**config.mk**
```make
export PLATFORM = sky130hd
export DESIGN_NAME = servo_packet_responder_unit
export DESIGN_NICKNAME = d
export VERILOG_FILES = /design/src/rtl/spr_pkg.sv /design/src/rtl/spr_table.sv /design/src/rtl/spr_rxbuf.sv /design/src/rtl/servo_packet_responder_unit.sv
export SDC_FILE = /design/constraint.sdc
export NUM_CORES = 2
export LEC_CHECK = 0
export BUFFER_PORTS_ARGS = -buffer_cell sky130_fd_sc_hd__buf_4
export CAP_MARGIN = 10
export CORE_MARGIN = 10
export CORE_UTILIZATION = 56
export DETAILED_ROUTE_END_ITERATION = 7
export PLACE_DENSITY = 0.8
export SYNTH_ARGS = -nofsm -noshare
export SYNTH_HDL_FRONTEND = slang
export SYNTH_HIERARCHICAL = 1
export SYNTH_SLANG_ARGS = --single-unit
```
**constraint.sdc**
```tcl
create_clock -name clk -period 21.7 [get_ports clk]
set_clock_uncertainty 0.15 [all_clocks]
set_input_delay 4.34 -clock clk [delete_from_list [all_inputs] [get_ports clk]]
set_output_delay 4.34 -clock clk [all_outputs]
set_load 0.1 [all_outputs]
```
**src/rtl/spr_pkg.sv**
```systemverilog
// ----------------------------------------------------------------------------
// spr_pkg: shared types and constants of the servo packet responder
// Protocol codes, table addresses, sequencer states, table access bundle
// and the power-on contents of the register table.
// ----------------------------------------------------------------------------
package spr_pkg;

    localparam logic [7:0] SYNC_BYTE    = 8'hFF;
    localparam logic [7:0] BROADCAST_ID = 8'hFE;
    localparam logic [7:0] INSTR_READ   = 8'h02;
    localparam logic [7:0] INSTR_WRITE  = 8'h03;
    localparam logic [9:0] LIMIT_10BIT  = 10'h3FF;

    localparam logic [7:0] ADDR_ID      = 8'd3;
    localparam logic [7:0] ADDR_GOAL    = 8'd30;
    localparam logic [7:0] ADDR_PRESENT = 8'd36;

    localparam logic CFG_DISCONNECTED = 1'b0;
    localparam logic CFG_STEP_GAIN    = 1'b1;

    localparam logic [31:0] POS_RESET  = 32'h01FF_0000;
    localparam logic [31:0] GAIN_RESET = 32'd24486000;

    typedef enum logic [12:0] {
        ST_IDLE  = 13'b0000000000001,
        ST_EXEC  = 13'b0000000000010,
        ST_WRD   = 13'b0000000000100,
        ST_WWR   = 13'b0000000001000,
        ST_HDR   = 13'b0000000010000,
        ST_DRD   = 13'b0000000100000,
        ST_DOUT  = 13'b0000001000000,
        ST_CHK   = 13'b0000010000000,
        ST_TRD   = 13'b0000100000000,
        ST_TMUL  = 13'b0001000000000,
        ST_TGAIN = 13'b0010000000000,
        ST_TSTEP = 13'b0100000000000,
        ST_TPRES = 13'b1000000000000
    } state_t;

    typedef struct packed {
        logic       rd;
        logic       wr;
        logic [7:0] addr;
        logic [7:0] wdata;
    } tbl_req_t;

    function automatic logic [7:0] spr_default(input logic [7:0] addr,
                                               input logic [7:0] id,
                                               input logic [7:0] model);
        logic       m12;
        logic [7:0] v;
        m12 = (model == 8'd12);
        v   = 8'h00;
        unique case (addr)
            8'd0:  v = model;
            8'd3:  v = id;
            8'd4:  v = 8'h01;
            8'd5:  v = 8'hFA;
            8'd8:  v = 8'hFF;
            8'd9:  v = 8'h03;
            8'd11: v = m12 ? 8'h55 : 8'h50;
            8'd12: v = 8'h3C;
            8'd13: v = 8'hBE;
            8'd14: v = 8'hFF;
            8'd15: v = 8'h03;
            8'd16: v = 8'h02;
            8'd17: v = m12 ? 8'h04 : 8'h24;
            8'd18: v = m12 ? 8'h04 : 8'h24;
            8'd26: v = m12 ? 8'h00 : 8'h01;
            8'd27: v = m12 ? 8'h00 : 8'h01;
            8'd28: v = 8'h20;
            8'd29: v = 8'h20;
            8'd30: v = 8'hFF;
            8'd31: v = 8'h01;
            8'd34: v = 8'hFF;
            8'd35: v = 8'h03;
            8'd36: v = 8'hFF;
            8'd37: v = 8'h01;
            8'd48: v = 8'h20;
            default: v = 8'h00;
        endcase
        return v;
    endfunction

endpackage

```
**src/rtl/spr_table.sv**
```systemverilog
// ----------------------------------------------------------------------------
// spr_table: servo register table
// Single-port synchronous memory with registered read data. Per-entry
// valid bits make unwritten entries read as their power-on value.
// ----------------------------------------------------------------------------
module spr_table
    import spr_pkg::*;
#(
    parameter int TABLE_SIZE = 64,
    parameter int DEFAULT_ID = 1,
    parameter int MODEL_TYPE = 12,
    localparam int TA = $clog2(TABLE_SIZE)
)
(
    input  logic       clk,
    input  logic       rst_n,
    input  tbl_req_t   req,
    output logic [7:0] rdata
);

    logic [7:0]            mem [TABLE_SIZE];
    logic [TABLE_SIZE-1:0] valid_reg;
    logic [7:0]            mem_q;
    logic [7:0]            dflt_q;
    logic                  hit_q;
    logic [TA-1:0]         idx;

    assign idx = req.addr[TA-1:0];

    always_ff @(posedge clk)
    begin
        if (req.wr)
        begin
            mem[idx] <= req.wdata;
        end
        if (req.rd)
        begin
            mem_q  <= mem[idx];
            dflt_q <= spr_default(req.addr, 8'(DEFAULT_ID), 8'(MODEL_TYPE));
        end
    end

    always_ff @(posedge clk or negedge rst_n)
    begin
        if (!rst_n)
        begin
            valid_reg <= '0;
            hit_q     <= 1'b0;
        end
        else
        begin
            if (req.wr)
            begin
                valid_reg[idx] <= 1'b1;
            end
            if (req.rd)
            begin
                hit_q <= valid_reg[idx];
            end
        end
    end

    assign rdata = hit_q ? mem_q : dflt_q;

endmodule

```
**src/rtl/spr_rxbuf.sv**
```systemverilog
// ----------------------------------------------------------------------------
// spr_rxbuf: received packet buffer
// Holds the bytes of the packet being framed; write data is read back
// from here when a write instruction is executed.
// ----------------------------------------------------------------------------
module spr_rxbuf
#(
    parameter int RX_DEPTH = 64,
    localparam int RA = $clog2(RX_DEPTH)
)
(
    input  logic          clk,
    input  logic          we,
    input  logic [RA-1:0] waddr,
    input  logic [7:0]    wdata,
    input  logic [RA-1:0] raddr,
    output logic [7:0]    rdata
);

    logic [7:0] mem [RX_DEPTH];

    always_ff @(posedge clk)
    begin
        if (we)
        begin
            mem[waddr] <= wdata;
        end
        rdata <= mem[raddr];
    end

endmodule

```
**src/rtl/servo_packet_responder_unit.sv**
```systemverilog
// ----------------------------------------------------------------------------
// servo_packet_responder_unit: byte-serial servo with request/status replies
// Input beats carry either a received serial byte (tuser 0) or a motion
// tick (tuser 1). Output beats carry the status reply bytes, tlast on the
// checksum byte. A byte that does not complete a packet is accepted without leaving idle.
// A completed packet runs a sequencer around the register table memory:
// a write reads each data byte from the receive buffer (ST_WRD) and
// writes it to the table (ST_WWR); then, unless the packet was broadcast,
// the reply goes out at one byte per cycle for the header and checksum
// while the receiver keeps up, each read data byte being a table read
// (ST_DRD) followed by its output (ST_DOUT).
// A tick holds tready low while six table reads fetch the goal, speed and
// torque words, then two multiplies, the step and two table writes run.
// tready is high only while the sequencer is idle. A finished reply byte
// sits in the output register; a stalled receiver stalls the sequencer
// but the last byte never blocks the next input beat.
// Reset restores the default table contents, shaft position 511.0,
// step gain and clears the framing state; no clearing pass is needed.
// Configuration writes (cfg_index 0 disconnected, 1 step_gain) are taken
// at any edge with cfg_we high.
// ----------------------------------------------------------------------------
module servo_packet_responder_unit
    import spr_pkg::*;
#(
    parameter int TABLE_SIZE = 64,
    parameter int RX_DEPTH   = 64,
    parameter int MAX_READ   = 58,
    parameter int DEFAULT_ID = 1,
    parameter int MODEL_TYPE = 12
)
(
    input  logic        clk,
    input  logic        rst_n,
    input  logic        s_axis_tvalid,
    output logic        s_axis_tready,
    input  logic [7:0]  s_axis_tdata,   // [7:0] rx_byte
    input  logic        s_axis_tuser,   // [0] operation
    output logic        m_axis_tvalid,
    input  logic        m_axis_tready,
    output logic [7:0]  m_axis_tdata,   // [7:0] tx_byte
    output logic        m_axis_tlast,
    input  logic        cfg_we,
    input  logic        cfg_index,
    input  logic [31:0] cfg_wdata
);

    localparam int RA = $clog2(RX_DEPTH);
    localparam int CW = $clog2(RX_DEPTH + 1);

    state_t       state_reg, state_next;
    logic [CW-1:0] pc_reg, pc_next;
    logic [7:0]   id_reg, id_next;
    logic [7:0]   rid_reg, rid_next;
    logic         bcast_reg, bcast_next;
    logic [7:0]   len_reg, len_next;
    logic [7:0]   instr_reg, instr_next;
    logic [7:0]   base_reg, base_next;
    logic [7:0]   b6_reg, b6_next;
    logic [5:0]   cnt_reg, cnt_next;
    logic [5:0]   di_reg, di_next;
    logic [7:0]   wi_reg, wi_next;
    logic [2:0]   hi_reg, hi_next;
    logic [7:0]   sum_reg, sum_next;
    logic         zero_reg, zero_next;
    logic [2:0]   tk_reg, tk_next;
    logic [7:0]   tb_reg [6];
    logic [7:0]   tb_next [6];
    logic [19:0]  st_reg, st_next;
    logic [27:0]  delta_reg, delta_next;
    logic [31:0]  pos_reg, pos_next;
    logic         disc_reg;
    logic [31:0]  gain_reg;
    logic         out_valid_reg, out_valid_next;
    logic [7:0]   out_data_reg, out_data_next;
    logic         out_last_reg, out_last_next;

    tbl_req_t     treq;
    logic [7:0]   tbl_rdata;
    logic         rx_we;
    logic [RA-1:0] rx_waddr, rx_raddr;
    logic [7:0]   rx_rdata;

    logic         accept, free, push, push_last;
    logic [7:0]   push_data, hdr_byte, b;
    logic [CW-1:0] pc_cur;
    logic [9:0]   pcn;
    logic [8:0]   addr9;
    logic [9:0]   spd, trq;
    logic [15:0]  spd_raw, trq_raw, goal;
    logic [51:0]  prod;
    logic signed [33:0] err, dlt;
    logic [31:0]  pos_new;

    spr_table #(
        .TABLE_SIZE (TABLE_SIZE),
        .DEFAULT_ID (DEFAULT_ID),
        .MODEL_TYPE (MODEL_TYPE)
    ) u_table (
        .clk   (clk),
        .rst_n (rst_n),
        .req   (treq),
        .rdata (tbl_rdata)
    );

    spr_rxbuf #(
        .RX_DEPTH (RX_DEPTH)
    ) u_rxbuf (
        .clk   (clk),
        .we    (rx_we),
        .waddr (rx_waddr),
        .wdata (s_axis_tdata),
        .raddr (rx_raddr),
        .rdata (rx_rdata)
    );

    assign s_axis_tready = (state_reg == ST_IDLE);
    assign accept        = s_axis_tvalid & s_axis_tready;
    assign free          = ~out_valid_reg | m_axis_tready;
    assign b             = s_axis_tdata;
    assign pc_cur        = (32'(pc_reg) >= RX_DEPTH) ? '0 : pc_reg;
    assign pcn           = 10'(pc_cur) + 10'd1;
    assign rx_waddr      = pc_cur[RA-1:0];

    assign goal    = {tb_reg[1], tb_reg[0]};
    assign spd_raw = {tb_reg[3], tb_reg[2]};
    assign trq_raw = {tb_reg[5], tb_reg[4]};
    assign spd     = (spd_raw == 16'd0 || spd_raw > 16'(LIMIT_10BIT))
                     ? LIMIT_10BIT : spd_raw[9:0];
    assign trq     = (trq_raw > 16'(LIMIT_10BIT)) ? LIMIT_10BIT : trq_raw[9:0];
    assign prod    = 52'(st_reg) * 52'(gain_reg);

    always_comb
    begin
        err = $signed({2'b00, goal, 16'h0000}) - $signed({2'b00, pos_reg});
        dlt = $signed({6'b000000, delta_reg});
        if (err > dlt)
        begin
            err = dlt;
        end
        else if (err < -dlt)
        begin
            err = -dlt;
        end
        pos_new = pos_reg + err[31:0];
    end

    always_comb
    begin
        unique case (hi_reg)
            3'd0, 3'd1: hdr_byte = SYNC_BYTE;
            3'd2:       hdr_byte = rid_reg;
            3'd3:       hdr_byte = 8'(cnt_reg) + 8'd2;
            default:    hdr_byte = 8'h00;
        endcase
    end

    always_comb
    begin
        state_next = state_reg;
        pc_next    = pc_reg;
        id_next    = id_reg;
        rid_next   = rid_reg;
        bcast_next = bcast_reg;
        len_next   = len_reg;
        instr_next = instr_reg;
        base_next  = base_reg;
        b6_next    = b6_reg;
        cnt_next   = cnt_reg;
        di_next    = di_reg;
        wi_next    = wi_reg;
        hi_next    = hi_reg;
        sum_next   = sum_reg;
        zero_next  = zero_reg;
        tk_next    = tk_reg;
        tb_next    = tb_reg;
        st_next    = st_reg;
        delta_next = delta_reg;
        pos_next   = pos_reg;
        treq       = '0;
        rx_we      = 1'b0;
        rx_raddr   = RA'(32'd6 + 32'(wi_reg));
        push       = 1'b0;
        push_data  = 8'h00;
        push_last  = 1'b0;
        addr9      = 9'(base_reg) + 9'(wi_reg);

        unique case (state_reg)
            ST_IDLE:
            begin
                if (accept && s_axis_tuser)
                begin
                    tk_next    = '0;
                    state_next = ST_TRD;
                end
                else if (accept && !disc_reg)
                begin
                    rx_we   = 1'b1;
                    pc_next = CW'(pcn);
                    if (pcn <= 10'd2)
                    begin
                        if (b != SYNC_BYTE)
                        begin
                            pc_next = '0;
                        end
                    end
                    else if (pcn == 10'd3)
                    begin
                        bcast_next = (b == BROADCAST_ID);
                        if (b != id_reg && b != BROADCAST_ID)
                        begin
                            pc_next = '0;
                        end
                    end
                    else if (pcn == 10'd4)
                    begin
                        len_next = b;
                        if (b < 8'd2 || 32'(b) + 4 > RX_DEPTH)
                        begin
                            pc_next = '0;
                        end
                    end
                    else
                    begin
                        if (pcn == 10'd5)
                        begin
                            instr_next = b;
                        end
                        if (pcn == 10'd6)
                        begin
                            base_next = b;
                        end
                        if (pcn == 10'd7)
                        begin
                            b6_next = b;
                        end
                        if (pcn == 10'(len_reg) + 10'd4)
                        begin
                            pc_next    = '0;
                            state_next = ST_EXEC;
                        end
                    end
                end
            end

            ST_EXEC:
            begin
                rid_next = id_reg;
                hi_next  = '0;
                sum_next = '0;
                wi_next  = '0;
                di_next  = '0;
                cnt_next = '0;
                if (instr_reg == INSTR_READ && len_reg >= 8'd3)
                begin
                    cnt_next = (32'(b6_reg) > MAX_READ) ? 6'(MAX_READ) : b6_reg[5:0];
                end
                if (instr_reg == INSTR_WRITE && len_reg > 8'd3)
                begin
                    state_next = ST_WRD;
                end
                else if (!bcast_reg)
                begin
                    state_next = ST_HDR;
                end
                else
                begin
                    state_next = ST_IDLE;
                end
            end

            ST_WRD:
            begin
                state_next = ST_WWR;
            end

            ST_WWR:
            begin
                // skip address 0 and anything past the table
                if (addr9 != 9'd0 && 32'(addr9) < TABLE_SIZE)
                begin
                    treq.wr    = 1'b1;
                    treq.addr  = addr9[7:0];
                    treq.wdata = rx_rdata;
                    if (addr9 == 9'(ADDR_ID))
                    begin
                        id_next = rx_rdata;
                    end
                end
                wi_next = wi_reg + 8'd1;
                if (wi_reg + 8'd1 == len_reg - 8'd3)
                begin
                    state_next = bcast_reg ? ST_IDLE : ST_HDR;
                end
                else
                begin
                    state_next = ST_WRD;
                end
            end

            ST_HDR:
            begin
                if (free)
                begin
                    push      = 1'b1;
                    push_data = hdr_byte;
                    hi_next   = hi_reg + 3'd1;
                    if (hi_reg >= 3'd2)
                    begin
                        sum_next = sum_reg + hdr_byte;
                    end
                    if (hi_reg == 3'd4)
                    begin
                        state_next = (cnt_reg == 6'd0) ? ST_CHK : ST_DRD;
                    end
                end
            end

            ST_DRD:
            begin
                addr9      = 9'(base_reg) + 9'(di_reg);
                treq.rd    = 1'b1;
                treq.addr  = addr9[7:0];
                zero_next  = (addr9 == 9'd0) || (32'(addr9) >= TABLE_SIZE);
                state_next = ST_DOUT;
            end

            ST_DOUT:
            begin
                if (free)
                begin
                    push      = 1'b1;
                    push_data = zero_reg ? 8'h00 : tbl_rdata;
                    sum_next  = sum_reg + push_data;
                    di_next   = di_reg + 6'd1;
                    state_next = (di_reg + 6'd1 == cnt_reg) ? ST_CHK : ST_DRD;
                end
            end

            ST_CHK:
            begin
                if (free)
                begin
                    push       = 1'b1;
                    push_data  = ~sum_reg;
                    push_last  = 1'b1;
                    state_next = ST_IDLE;
                end
            end

            ST_TRD:
            begin
                // read goal, speed and torque words one byte a cycle
                if (tk_reg < 3'd6)
                begin
                    treq.rd   = 1'b1;
                    treq.addr = ADDR_GOAL + 8'(tk_reg);
                end
                if (tk_reg != 3'd0)
                begin
                    tb_next[tk_reg - 3'd1] = tbl_rdata;
                end
                tk_next = tk_reg + 3'd1;
                if (tk_reg == 3'd6)
                begin
                    state_next = ST_TMUL;
                end
            end

            ST_TMUL:
            begin
                st_next    = 20'(spd) * 20'(trq);
                state_next = ST_TGAIN;
            end

            ST_TGAIN:
            begin
                delta_next = prod[51:24];
                state_next = ST_TSTEP;
            end

            ST_TSTEP:
            begin
                pos_next   = pos_new;
                tk_next    = '0;
                state_next = ST_TPRES;
            end

            ST_TPRES:
            begin
                treq.wr = 1'b1;
                if (tk_reg == 3'd0)
                begin
                    treq.addr  = ADDR_PRESENT;
                    treq.wdata = pos_reg[23:16];
                    tk_next    = 3'd1;
                end
                else
                begin
                    treq.addr  = ADDR_PRESENT + 8'd1;
                    treq.wdata = pos_reg[31:24];
                    state_next = ST_IDLE;
                end
            end

            default:
            begin
                state_next = ST_IDLE;
            end
        endcase
    end

    always_comb
    begin
        out_valid_next = out_valid_reg & ~m_axis_tready;
        out_data_next  = out_data_reg;
        out_last_next  = out_last_reg;
        if (push)
        begin
            out_valid_next = 1'b1;
            out_data_next  = push_data;
            out_last_next  = push_last;
        end
    end

    always_ff @(posedge clk or negedge rst_n)
    begin
        if (!rst_n)
        begin
            state_reg     <= ST_IDLE;
            pc_reg        <= '0;
            id_reg        <= 8'(DEFAULT_ID);
            pos_reg       <= POS_RESET;
            disc_reg      <= 1'b0;
            gain_reg      <= GAIN_RESET;
            out_valid_reg <= 1'b0;
        end
        else
        begin
            state_reg     <= state_next;
            pc_reg        <= pc_next;
            id_reg        <= id_next;
            pos_reg       <= pos_next;
            out_valid_reg <= out_valid_next;
            if (cfg_we)
            begin
                unique case (cfg_index)
                    CFG_DISCONNECTED: disc_reg <= cfg_wdata[0];
                    CFG_STEP_GAIN:    gain_reg <= cfg_wdata;
                    default:          gain_reg <= gain_reg;
                endcase
            end
        end
    end

    always_ff @(posedge clk)
    begin
        rid_reg      <= rid_next;
        bcast_reg    <= bcast_next;
        len_reg      <= len_next;
        instr_reg    <= instr_next;
        base_reg     <= base_next;
        b6_reg       <= b6_next;
        cnt_reg      <= cnt_next;
        di_reg       <= di_next;
        wi_reg       <= wi_next;
        hi_reg       <= hi_next;
        sum_reg      <= sum_next;
        zero_reg     <= zero_next;
        tk_reg       <= tk_next;
        tb_reg       <= tb_next;
        st_reg       <= st_next;
        delta_reg    <= delta_next;
        out_data_reg <= out_data_next;
        out_last_reg <= out_last_next;
    end

    assign m_axis_tvalid = out_valid_reg;
    assign m_axis_tdata  = out_data_reg;
    assign m_axis_tlast  = out_last_reg;

    a_state_onehot: assert property (@(posedge clk) disable iff (!rst_n)
        $onehot(state_reg))
        else $error("sequencer state not one-hot");

    a_pc_range: assert property (@(posedge clk) disable iff (!rst_n)
        32'(pc_reg) < RX_DEPTH)
        else $error("packet count out of range");

    a_data_count: assert property (@(posedge clk) disable iff (!rst_n)
        (state_reg == ST_DRD || state_reg == ST_DOUT) |-> (di_reg < cnt_reg))
        else $error("read data index past count");

    a_chk_last: assert property (@(posedge clk) disable iff (!rst_n)
        (state_reg == ST_CHK && free) |=> (m_axis_tvalid && m_axis_tlast))
        else $error("checksum beat not marked last");

endmodule
```
==> impl_metrics.py <==
metrics = {
    "placed_design": {
        "place_congestion": 0.9710,
        "dp.cells": 8372,
        "detailed_place_hpwl_um": 142400,
        "io_buffers": 57,
    },
    "detailed_routing": {
        "final_antenna_net_count": 0,
        "drc": 0,
        "drt_pass1_iterations": 8,
        "drt_iter0_drc": 6123,
        "wl_um": 213400,
        "wl_per_cell_um": 24.72,
        "vias": 53730,
        "vias_per_cell": 6.222,
    },
    "global_route": {
        "grt_pass1_wl_um": 331900,
        "grt_max_degree": 115,
        "grt_pass1_vias": 55870,
        "grt_overflow": 0,
        "antenna_found_initial": 5,
        "gr-usage-all-layers_pct": 25.56,
    },
    "yosys": {
        "synthesis.nets": 7567,
        "synth_simple_gate_area_share_pct": 10.78,
        "synth_edf_count": 1221,
        "synth_compound_area_share_pct": 5.288,
        "async_reset_ff_share_pct": 11.46,
        "yosys.area_share.xor_xnor_pct": 1.946,
        "yosysSeqAreaShare_pct": 48.26,
        "synth.most_common_cell": "edfxtp_1",
        "synth_top_area_cell": "edfxtp_1",
        "yosys_warnings": 6,
        "synth_seq_cells": 1388,
        "yosys-top-cells-count": "1,221 x edfxtp_1, 730 x inv_1, 628 x nand2_1",
        "synth-adder-area-share_pct": 19.90,
        "synth_top_area_share_pct": 43.33,
        "syn_inst": 6535,
        "synth.area.top_cells": "edfxtp_1 43%, fa_1 14%, mux4_2 7.9%",
        "syn_area_sq_um": 84610,
        "synth_cell_types": 98,
        "synth_top_flop_cell": "edfxtp_1",
        "syn_avg_cell_area_sq_um": 12.95,
        "synth.area.mux_share_pct": 9.031,
        "synth_top_family_by_area": "adder cells",
    },
    "timing": {
        "rsz0062_at_grt": "false",
        "timing.final.crit_share_pct": 41.13,
        "slew_headroom_pct": 16.39,
        "tightest_slew_ns": 1.254,
        "maxSlewViolCount": 0,
        "finalSetupTns_ns": 0,
        "setup_viol": 0,
        "fmax_ghz": 0.1120,
        "min_period_ns": 8.926,
        "report.final.hold_viol_count": 0,
    },
    "cells_and_area": {
        "fillers": 10970,
        "layoutNonFillerInstCount": 8635,
        "nNetsFinal": 7531,
        "syn_to_final_growth_pct": 8.209,
        "drive_gt1_share_pct": 12.99,
    },
    "clock_tree": {
        "cts.htree.levels": 4,
        "hold_buffers": 0,
        "cts_buffers": 140,
        "postCtsSetupBuffers": 0,
        "cts.sinks": 1388,
        "clock_path_buffers": 3,
        "cts_resized": 0,
        "clkTransAtPathRegs_ns": 0.06,
        "clock_latency_ns": 0.80,
        "cts_root_buffer": "clkbuf_16",
        "cts_tree": "built",
    },
    "die": {
        "die_w_um": 408.7,
        "die_area_sq_um": 167000,
        "die-height_um": 408.7,
        "ios": 58,
        "num_rows": 142,
        "initial_core_util_pct": 56.42,
        "design.core.area_sq_um": 150000,
    },
    "critical_path": {
        "cp_slowest_cell": "o31ai_1",
        "critical_path.endpoint_type": "flop",
        "worstPathArrival_ns": 9.42,
        "cp_max_fo": 18,
        "start_kind": "flop",
        "cp_slowest_stage_delay_ns": 0.79,
        "worstSetupPathType": "flop to flop",
        "crit_required_ns": 22.20,
    },
    "run": {
        "maxCapViolCount": 0,
    },
    "run_status": {
        "status": "completed",
    },
    "min_path": {
        "hold_class": "flop to flop",
    },
}
-- critical path, delay by kind of cell, from the launching register on --
family	cells	cell delay, ns
AND/OR/NAND/NOR	11	2.66
XOR/XNOR	2	0.32
buffers and inverters	3	0.29
AO/OA/AOI/OAI	14	3.57
adder cells (fa/ha/maj)	4	1.14
flip-flops	1	0.44
multiplexers	1	0.19
-- metrics by stage --
| step | worst slack [ns] | instance area, sq um | hold slack, ns | utilization, % |
|---|---|---|---|---|
| after global routing | 12.24 | 91550 | 0.3319 | 61.05 |
| final | 12.77 | 91560 | 0.3183 | 61.06 |
| after global placement | 13.25 | 86960 | 0.2953 | 57.99 |
| after detailed placement | 13.03 | 86960 | 0.2999 | 57.99 |
| after floorplan | 14.32 | 84610 | 0.2809 | - |
| after CTS | 12.97 | 91520 | 0.3143 | 61.03 |
-- kinds of logic (layout without fill, tap and decap cells) --
family | Yosys count | in the layout
multiplexers | 387 | 387
XOR/XNOR | 188 | 188
AO/OA/AOI/OAI | 669 | 669
buffers and inverters | 1036 | 1115
flip-flops | 1388 | 1388
adder cells (fa/ha/maj) | 985 | 985
AND/OR/NAND/NOR | 1882 | 1882
other | 0 | 5
-- layout make-up --
class / count / area (sq um) / share of cell area, %
diodes: 5 / 12.51 / 0.01367
clock buffers: 191 / 3826 / 4.179
clock inverters: 66 / 733.2 / 0.8008
inverters: 733 / 2754 / 3.008
multi-input cells: 4111 / 39890 / 43.56
flip-flops and latches: 1388 / 40830 / 44.60
well taps: 2016 / 2522 / 2.755
repair buffers: 125 / 989.7 / 1.081
-- per-layer routing --
metal | up-vias | track usage, % | routed length [um]
li1 | 22750 | - | -
met4 | 2 | 11.19 | 10580
met5 | - | 0 | 12
met3 | 672 | 5.332 | 21420
met2 | 3036 | 41.51 | 102400
met1 | 27270 | 33.34 | 79070
-- path summary, 6_finish.rpt --
path,startpoint,endpoint,slack [ns],depth (start not counted)
worst min-delay path,u_table/valid_reg[40]$_DFFE_PN0P_,u_table/valid_reg[40]$_DFFE_PN0P_,0.32,1
worst min register to register,u_table/valid_reg[40]$_DFFE_PN0P_,u_table/valid_reg[40]$_DFFE_PN0P_,0.32,1
worst max register to register,delta_reg[0]$_DFFE_PP_,pos_reg[30]$_DFFE_PN0P_,12.77,35
worst max-delay path,delta_reg[0]$_DFFE_PP_,pos_reg[30]$_DFFE_PN0P_,12.77,35
max in group asynchronous,rst_n,id_reg[6]$_DFFE_PN0P_,16.61,2
min in group asynchronous,rst_n,m_axis_tvalid$_DFF_PN0_,3.39,1
-- layout by cell type, fill, tap and decap left out, types with 99 or more instances in the layout --
cell type     n
mux4_2      296
a21oi_1     163
o21ai_0     116
or2_2        99
nor2_1      449
edfxtp_1   1221
clkbuf_16   141
inv_1       728
fa_1        601
ha_1        384
nand2_1     628
dfrtp_1     137
buf_4       121
and2_1      310
xnor2_1     120
Power is left out: the tool's default activity adds up to more than one toggle a clock period on the data nets, which glitch-free logic cannot reach.
